<file path="src/hw/rtl/btcs_pkg.sv">
// Package with shared types and constants of the bigram table coherence scorer.
package btcs_pkg;

  localparam int unsigned TableEntriesDef = 128;
  localparam int unsigned SuccessorsDef   = 10;
  localparam int unsigned ContextDepthDef = 10;
  localparam int unsigned WordBitsDef     = 16;
  localparam int unsigned PortWordBits    = 16;
  localparam int unsigned CohBits         = 7;
  localparam logic [15:0] CountMax        = 16'hFFFF;
  localparam logic [6:0]  FullScore       = 7'd100;

  typedef enum logic [4:0] {
    ST_IDLE,
    ST_KEY_RD,
    ST_KEY_CMP,
    ST_NEW_KEY,
    ST_SUC_RD,
    ST_SUC_CMP,
    ST_SUC_INC,
    ST_SUC_ADD,
    ST_BEST_RD,
    ST_BEST_CMP,
    ST_BEST_WRD,
    ST_BEST_WCMP,
    ST_COH_NEXT,
    ST_DIV,
    ST_OUT
  } btcs_state_e;

  // Commands from the controller to the datapath.
  typedef struct packed {
    logic latch_in;     // capture the input word and set up the job
    logic key_rd;       // read key memory at the scan pointer
    logic key_step;     // advance the key scan pointer
    logic key_alloc;    // write a new key
    logic suc_rd;       // read successor memories at the slot pointer
    logic suc_step;     // advance the slot pointer
    logic suc_inc;      // increment matched count
    logic suc_add;      // append a successor
    logic best_upd;     // compare slot count against best
    logic bword_rd;     // read the best successor's word
    logic start_lookup; // set lookup word and clear scan
    logic coh_step;     // record a coherence hit and move to next pair
    logic div_start;    // load divider
    logic div_step;     // one divider step
    logic out_load;     // load the output register
  } btcs_cmd_t;

  // Status from the datapath to the controller.
  typedef struct packed {
    logic mode;
    logic first;
    logic last;
    logic key_end;      // scan pointer reached the key count
    logic key_hit;      // key read data matches
    logic table_full;
    logic suc_end;      // slot pointer reached the used count
    logic suc_hit;
    logic suc_room;     // a free successor slot remains
    logic coh_more;     // more context pairs to score
    logic short_ctx;    // fewer than two context words
    logic div_done;
    logic out_busy;     // output register full and stalled
  } btcs_stat_t;

endpackage

</file>
<file path="src/hw/rtl/btcs_ctrl.sv">
// Controller state machine of the bigram table coherence scorer.
module btcs_ctrl import btcs_pkg::*; (
  input  logic       clk_i,
  input  logic       rst_ni,
  input  logic       in_valid_i,
  output logic       in_stall_o,
  input  btcs_stat_t stat_i,
  output btcs_cmd_t  cmd_o
);

  btcs_state_e state_q, state_d;
  logic        learn_q, learn_d; // lookup is for learning, not scoring/predict

  always_ff @(posedge clk_i or negedge rst_ni) begin
    if (!rst_ni) begin
      state_q <= ST_IDLE;
      learn_q <= 1'b0;
    end else begin
      state_q <= state_d;
      learn_q <= learn_d;
    end
  end

  always_comb begin
    state_d    = state_q;
    learn_d    = learn_q;
    cmd_o      = '0;
    in_stall_o = 1'b1;
    unique case (state_q)
      ST_IDLE: begin
        in_stall_o = 1'b0;
        if (in_valid_i) begin
          cmd_o.latch_in = 1'b1;
          state_d        = ST_KEY_RD;
        end
      end
      ST_KEY_RD: begin
        // The first cycle after latch decides the flow: a predict word looks up
        // without learning, and a word that opens a sentence learns nothing.
        if (learn_q && (stat_i.mode || stat_i.first)) begin
          learn_d = 1'b0;
          state_d = stat_i.mode ? ST_KEY_RD : ST_COH_NEXT;
        end else if (stat_i.key_end) begin
          if (learn_q) begin
            state_d = stat_i.table_full ? ST_COH_NEXT : ST_NEW_KEY;
          end else begin
            state_d = ST_BEST_CMP; // not found: no successor
          end
        end else begin
          cmd_o.key_rd = 1'b1;
          state_d      = ST_KEY_CMP;
        end
      end
      ST_KEY_CMP: begin
        if (stat_i.key_hit) begin
          state_d = learn_q ? ST_SUC_RD : ST_BEST_RD;
        end else begin
          cmd_o.key_step = 1'b1;
          state_d        = ST_KEY_RD;
        end
      end
      ST_NEW_KEY: begin
        cmd_o.key_alloc = 1'b1;
        state_d         = ST_SUC_RD;
      end
      ST_SUC_RD: begin
        if (stat_i.suc_end) begin
          state_d = stat_i.suc_room ? ST_SUC_ADD : ST_COH_NEXT;
        end else begin
          cmd_o.suc_rd = 1'b1;
          state_d      = ST_SUC_CMP;
        end
      end
      ST_SUC_CMP: begin
        if (stat_i.suc_hit) begin
          state_d = ST_SUC_INC;
        end else begin
          cmd_o.suc_step = 1'b1;
          state_d        = ST_SUC_RD;
        end
      end
      ST_SUC_INC: begin
        cmd_o.suc_inc = 1'b1;
        state_d       = ST_COH_NEXT;
      end
      ST_SUC_ADD: begin
        cmd_o.suc_add = 1'b1;
        state_d       = ST_COH_NEXT;
      end
      ST_BEST_RD: begin
        if (stat_i.suc_end) begin
          cmd_o.bword_rd = 1'b1;
          state_d        = ST_BEST_WRD;
        end else begin
          cmd_o.suc_rd = 1'b1;
          state_d      = ST_BEST_CMP;
        end
      end
      ST_BEST_CMP: begin
        // Also entered when the key is missing; best stays zero then.
        cmd_o.best_upd = 1'b1;
        cmd_o.suc_step = 1'b1;
        state_d        = stat_i.key_end ? ST_BEST_WCMP : ST_BEST_RD;
      end
      ST_BEST_WRD: begin
        state_d = ST_BEST_WCMP;
      end
      ST_BEST_WCMP: begin
        if (stat_i.mode) begin
          state_d = ST_OUT;
        end else begin
          cmd_o.coh_step = 1'b1;
          state_d        = ST_COH_NEXT;
        end
      end
      ST_COH_NEXT: begin
        learn_d = 1'b0;
        if (!stat_i.last || stat_i.short_ctx) begin
          state_d = ST_OUT;
        end else if (stat_i.coh_more) begin
          cmd_o.start_lookup = 1'b1;
          state_d            = ST_KEY_RD;
        end else begin
          cmd_o.div_start = 1'b1;
          state_d         = ST_DIV;
        end
      end
      ST_DIV: begin
        if (stat_i.div_done) begin
          state_d = ST_OUT;
        end else begin
          cmd_o.div_step = 1'b1;
        end
      end
      ST_OUT: begin
        if (!stat_i.out_busy) begin
          cmd_o.out_load = stat_i.mode | stat_i.last;
          state_d        = ST_IDLE;
        end
      end
      default: state_d = ST_IDLE;
    endcase
    if (cmd_o.latch_in) learn_d = 1'b1;
  end

endmodule

</file>
<file path="config.mk">
export PLATFORM = sky130hd
export DESIGN_NAME = btcs_ctrl
export DESIGN_NICKNAME = d
export VERILOG_FILES = /design/src/hw/rtl/btcs_pkg.sv /design/src/hw/rtl/btcs_ctrl.sv
export SDC_FILE = /design/constraint.sdc
export NUM_CORES = 1
export LEC_CHECK = 0
export BUFFER_PORTS_ARGS = -buffer_cell sky130_fd_sc_hd__buf_2
export CORE_ASPECT_RATIO = 1.25
export CORE_MARGIN = 1
export CORE_UTILIZATION = 48
export DETAILED_ROUTE_END_ITERATION = 12
export GPL_ROUTABILITY_DRIVEN = 1
export MAX_ROUTING_LAYER = met4
export PLACE_DENSITY = 0.79
export RECOVER_POWER = 50
export SLEW_MARGIN = 20
export SYNTH_ARGS = -nofsm -noshare
export SYNTH_HDL_FRONTEND = slang
export SYNTH_SLANG_ARGS = --single-unit
</file>
<file path="constraint.sdc">
create_clock -name clk_i -period 1.79 [get_ports clk_i]
set_clock_uncertainty 0.2 [all_clocks]
set_input_delay 0.0895 -clock clk_i [delete_from_list [all_inputs] [get_ports clk_i]]
set_output_delay 0.0895 -clock clk_i [all_outputs]
set_load 0.01 [all_outputs]
</file>
==> results of run 1 <==
==> worst max path at each step <==
stage	slack [ps]	depth (start not counted)	to	startpoint
detailed placement	10	4	state_q[2]	state_q[0]
global placement	30	4	state_q[2]	state_q[0]
global route	-100	6	cmd_o[13]	state_q[1]
floorplan	230	4	cmd_o[2]	state_q[1]
finish	-20	4	cmd_o[2]	state_q[1]
CTS	-50	4	cmd_o[2]	state_q[0]
==> per-layer routing <==
layer  vias to the layer above  GRT usage
met5                         -          -
met2                        84     0.5567
li1                        521          -
met3                        15    0.02791
met4                         0     0.1655
met1                       516     0.3680
==> per-stage QoR <==
step | total power [uW] | hold slack [ps] | std cells | TNS (ps) | setup WS [ps]
after floorplan | 1072 | -406.1 | 111 | 0 | 230.4
after global placement | 1417 | -288.7 | 161 | 0 | 31.37
after detailed placement | 1434 | -283.7 | 161 | 0 | 10.49
after CTS | 1743 | 3.009 | 175 | -78.24 | -47.29
after global routing | 2136 | 88.02 | 183 | -353.9 | -100.9
final | 2009 | 51.06 | 183 | -41.63 | -20.56
==> logic make-up after synthesis <==
group / after synthesis / share of synthesized area
compound gates: 34 / 0.3031
flops: 5 / 0.1563
buf+inv: 15 / 0.09375
simple gates: 57 / 0.4469
==> flip-flops by register name, summed over array words and instances, names as in the netlist <==
register	flops
state_q	4
learn_q	1
==> what timing repair did <==
item,4_1_cts,5_1_grt
pin swaps,4,4
endpoints found under the setup margin,9,12
endpoints found under the hold margin,5,0
resized for setup,5,14
hold buffers,1,0
buffers inserted,9,8
==> layout by cell type, fill, tap and decap left out, types with 2 or more instances in the layout <==
master,netlist,layout
a21oi_1,7,6
a31oi_1,2,2
buf_2,6,30
buf_4,1,25
clkbuf_1,1,2
clkbuf_4,0,3
dfrtp_2,0,4
inv_1,6,6
nand2_1,11,8
nand2_2,0,2
nand2b_1,3,3
nand3b_1,2,2
nor2_1,13,12
nor2b_1,3,3
nor3_1,6,5
nor4_1,2,2
o211ai_1,2,2
o21ai_0,7,7
o21bai_1,2,2
or3_1,2,2
==> power groups by stage <==
stage	combinational [uW]	sequential (uW)	clock (uW)
floorplan	858	215	0
global placement	1120	294	0
detailed placement	1130	300	0
CTS	1330	283	131
global route	1680	308	143
finish	1580	302	131
==> layout make-up <==
| class | instances | area share |
|---|---|---|
| Clock buffer | 4 | 0.02115 |
| Inverter | 6 | 0.01813 |
| Multi-Input combinational cell | 91 | 0.5297 |
| Sequential cell | 5 | 0.1047 |
| Tap cell | 18 | 0.01813 |
| Timing Repair Buffer | 59 | 0.3082 |
==> qor.yml, run 1 <==
status: "finished with violations"
violations: "negative setup slack"
fin_crit_sh: 1.011
fill_cells: 119
async_flop_share: 1.000
criticalPathCategory: "flip-flop to output pin"
ys_seq_elements: 5
synth_commonest_cells: "nor2_1, nand2_1, a21oi_1, o21ai_0"
crit_family: "simple AND/OR/NAND/NOR gates"
timing.rr.start: "state_q[0]"
stdcell_area_sq_mm: 0.001242
worstMarginPinSlew_ps: 317.6
grt_pass1_vias: 966
cts_made_buffers: 3
endpoint_kind: "output pin"
route.detailed.drc: 0
multi_input_area_sq_um: 658.1
syn_inst: 111
finalNetCount: 182
fp.dieW_um: 38.53
clock_power_share: 0.065
final-hold-violation-count: 0
die_h_um: 47.67
worstSetupStartpointType: "flip-flop"
setup_violations: 3
finalWorstPathRequiredPeriod_ps: 1811
synth_area_per_cell_sq_um: 7.214
crit_buf_inv: 1
dr_wl_met3_um: 268
globalplace.congestion: 1.023
maxSlewHeadroom: 0.7861
reg2reg_to: "state_q[1]"
first_pass_iters: 6
synth_nets: 127
viasPerCell: 6.208
clock_sinks: 5
top_layer: "met4"
antenna_found_initial: 0
diodes: 0
portBuffers: 31
synth.largest_area_cell: "dfrtp_1"
arrival_ps: 1520
ctsLongestPathBuffers: 2
synth_edf_count: 0
ys_seq_area_frac: 0.1563
die-area_sq_mm: 0.001837
drt_iter0_markers: 58
pwr-share-comb: 0.784
path_cells: "or2_4 -> nor4_4 -> nor2b_1 -> buf_2"
intPower_uw: 1024
cpPeakStageDelay_ps: 450
power_switching_uw: 985.2
via_count: 1136
p_per_area_mw_per_mm2: 1617
r2r_slack_ps: 10
rsz0062_at_grt: "yes"
slowest_stage: "dfrtp_2"
clk_pin_slew_ps: 50
syn_area_sq_um: 800.8
maxCapViolCount: 0
post-synth-top-count-cell: "nor2_1"
wl_per_cell_um: 16.87
ir_drop_v: 0.001109
fp.coreArea_sq_mm: 0.001562
ios: 32
fin_util: 0.7957
slew_violations: 0
ys.flop_type: "dfrtp_1"
dp_hpwl_mm: 2.005
cts_tree: "done"
grt_max_degree: 13
worst_ep_required_time_ps: 1500
antenna_left: 0
synthTopCellsByArea: "dfrtp_1, nor2_1, nand2_1"
grt.overflow.total: 0
reg2reg_depth: 6
ys_types: 47
grt_pass1_wl_mm: 4.077
ff_latch_area_sq_um: 130.1
switching_share: 0.4903
fmax_ghz: 0.5523
crit_fanout: 5
yosysTopAreaCellShare: 0.1563
grt_usage: 0.3228
setup_ws_ps: -20.56
power_frac_seq: 0.150
place_area_sq_mm: 0.001001
syn2layout_area_growth_pct: 55.16
yosysWarnings: 0
layout-drive-gt1-share: 0.4909
leakage_uw: 0.0005739
cts_root_buffer: "clkbuf_4"
drt-met1-wl_mm: 1.112
rows: 16
hp-class: "primary input to asynchronous set/reset pin"
met2_length_mm: 1.600
h-tree-depth: 1
wl_mm: 3.088
start_util: 0.5128
clk_latency_ps: 240
Power figures use the tool's default switching activity.
==> run 2: changes to the inputs <==
ABC_AREA = 1   (was not set)
CORE_ASPECT_RATIO = not set   (was 1.25)
CORE_UTILIZATION = 46   (was 48)
PLACE_DENSITY = 0.78   (was 0.79)
==> qor.yml, run 2 <==
status: "completed"
top_regs: "state_q (4), learn_q (1)"
syn_area_sq_um: 739.5  # -7.7%
r2r_slack_ps: 140  # +130 ps
crit_top_cell: "nor2_4"
reg2reg_to: "state_q[1]"
ys_types: 19  # -60%
synth_commonest_cells: "nand2_1, nor2_1, inv_1"
cts_tree: "done"
ff_latch_area_sq_um: 130.1  # unchanged
die-area_sq_mm: 0.001772  # -3.5%
grt_max_degree: 9  # -4
first_pass_iters: 4  # -2
syn2layout_area_growth_pct: 34.18
final-hold-violation-count: 0  # unchanged
timing.rr.start: "state_q[3]"
fp.coreArea_sq_mm: 0.001506  # -3.5%
via_count: 981  # -14%
maxCapViolCount: 0  # unchanged
leakage_uw: 0.0006276  # +9.4%
yosysTopAreaCellShare: 0.2284  # +0.07218
fp.dieW_um: 42.10  # +9.3%
grt_pass1_wl_mm: 3.360  # -18%
layout-drive-gt1-share: 0.2722  # -0.2187
path_cells: "nor2_4 -> inv_1 -> nor2_4 -> nand2_1 -> nor2_1 -> buf_2"
synthTopCellsByArea: "nand2_1, dfrtp_1, nor2_1"
worstMarginPinSlew_ps: 298.2  # -19.36 ps
grt.overflow.total: 0  # unchanged
fin_crit_sh: 0.9488  # -0.06272
globalplace.congestion: 0.9618  # -6.0%
grt_pass1_vias: 825  # -15%
synth_area_per_cell_sq_um: 5.244  # -27%
criticalPathCategory: "flip-flop to output pin"
wl_mm: 2.067  # -33%
drt_iter0_markers: 23  # -60%
hp-class: "primary input to asynchronous set/reset pin"
synth_edf_count: 0  # unchanged
most-common-layout-cells: "nand2_1, buf_2, nor2_1, inv_1, nand3_1"
h-tree-depth: 1  # unchanged
clk_latency_ps: 240  # about the same
setup_violations: 0  # -3
dp_hpwl_mm: 1.687  # -16%
arrival_ps: 1410  # -110 ps
synth_nets: 157  # +24%
diodes: 0  # unchanged
viasPerCell: 5.005  # -19%
cts_made_buffers: 3  # unchanged
fin_setup_tns_ps: 0  # +41.63 ps
multi_input_area_sq_um: 518.0  # -21%
yosysWarnings: 0  # unchanged
ys.flop_type: "dfrtp_1"
crit_start: "state_q[3]"
worstSetupStartpointType: "flip-flop"
clk_pin_slew_ps: 40  # about the same
synth.largest_area_cell: "nand2_1"
synth-simple-area-share: 0.6227  # +0.1758
synthMuxAreaShare: 0  # unchanged
layout_commonest_cell: "nand2_1"
ios: 32  # unchanged
post-synth-top-count-cell: "nand2_1"
endpoint: "cmd_o[13]"
fill_cells: 158  # +33%
ys_seq_area_frac: 0.1692  # +0.01295
largest_reg_flops: 4  # unchanged
synth_fa_ha_area_frac: 0  # unchanged
worst_ep_required_time_ps: 1500  # about the same
route.detailed.drc: 0  # unchanged
ir_drop_v: 0.0008589  # -23%
die_h_um: 42.10  # -12%
async_flop_share: 1.000  # unchanged
clock_sinks: 5  # unchanged
place_area_sq_um: 903.4  # -9.8%
reg2reg_depth: 10  # +4
endpoint_kind: "output pin"
fmax_ghz: 0.5888  # +6.6%
portBuffers: 31  # unchanged
synth_xor_area_frac: 0  # unchanged
ys_seq_elements: 5  # unchanged
finalWorstPathRequiredPeriod_ps: 1698  # -112.3 ps
stdcell_area_sq_um: 992.2  # -20%
grt_usage: 0.2505  # -0.07237
maxSlewHeadroom: 0.8012  # +0.01514
rows: 14  # -2
start_util: 0.4909  # -0.02196
synth_top_family_by_area: "simple AND/OR/NAND/NOR gates"
cts_root_buffer: "clkbuf_4"
cpPeakStageDelay_ps: 460  # about the same
syn_inst: 141  # +27%
ctsLongestPathBuffers: 2  # unchanged
antenna_left: 0  # unchanged
wl_per_cell_um: 10.55  # -38%
synth_compound_area_frac: 0.07107  # -0.2321
antenna_found_initial: 0  # unchanged
finalNetCount: 197  # +8.2%
slowest_stage: "dfrtp_2"
regMostFlops: "state_q"
p_per_area_mw_per_mm2: 1407  # -13%
slew_violations: 0  # unchanged
crit_fanout: 6  # +1
==> run 2: changes by cell type after synthesis, moves of 4 or more <==
| cell | change |
|---|---|
| nor2_1 | +13 |
| nor3_1 | -4 |
| a21oi_1 | -6 |
| inv_1 | +18 |
| nand2_1 | +34 |
| buf_2 | -6 |
| nand3_1 | +16 |
==> run 2: logic make-up (layout without fill, tap and decap cells) <==
family / Yosys count / count (layout)
AOI/OAI and AO/OA: 9 / 9
buffers and inverters: 26 / 65
and+or+nand+nor: 101 / 101
DFF: 5 / 5
==> run 2: area by class of cell <==
cell class | instances | area share
Inverter | 24 | 0.09079
Timing Repair Buffer | 37 | 0.2093
Tap cell | 16 | 0.02018
Clock buffer | 4 | 0.02648
Multi-Input combinational cell | 110 | 0.5221
Sequential cell | 5 | 0.1311
==> run 2: per-stage QoR <==
| stage | total power [uW] | std cells | worst slack, ps | hold WS [ps] | util |
|---|---|---|---|---|---|
| floorplan | 964.5 | 141 | 365.1 | -406.1 | - |
| global placement | 1176 | 186 | 215.3 | -290.7 | 0.5997 |
| detailed placement | 1194 | 186 | 211.0 | -289.2 | 0.5997 |
| CTS | 1339 | 194 | 50.29 | 0.1415 | 0.6437 |
| global route | 1557 | 196 | -17.59 | 55.64 | 0.6586 |
| finish | 1396 | 196 | 91.70 | 48.54 | 0.6586 |
==> run 2: worst min path at each step <==
stage / end / slack (ps) / cells past startpoint
final: state_q[0] / 50 / 2
after global routing: state_q[0] / 60 / 2
after detailed placement: state_q[3] / -290 / 1
after floorplan: learn_q / -410 / 0
after CTS: state_q[0] / 0.1 / 2
after global placement: state_q[3] / -290 / 1
==> run 2: per-layer routing <==
layer  global-route usage  vias up  routed length, um
met5                    -        -                  0
met4              0.05000        0                  0
met3              0.05172        0                103
met2               0.4313       32               1026
met1               0.3048      437                937
li1                     -      512                  -
==> run 2: worst max-delay path: cells and delay by family (launching register included) <==
kind	cells	cell delay (ps)
buffers and inverters	2	230
and+or+nand+nor	4	480
DFF	1	460
==> run 2: repair_timing <==
item | 4_1_cts | 5_1_grt
buffers inserted | 0 | 2
gates resized for setup | 0 | 6
endpoints found under the hold margin | 8 | 0
hold buffers | 4 | 0
setup endpoints to repair | 0 | 4
==> run 2: where the power goes <==
group	internal (uW)	switching (uW)	leakage, uW
clock	84.2	44.6	0.0000150
sequential	181	126	0.0000571
combinational	354	606	0.000556
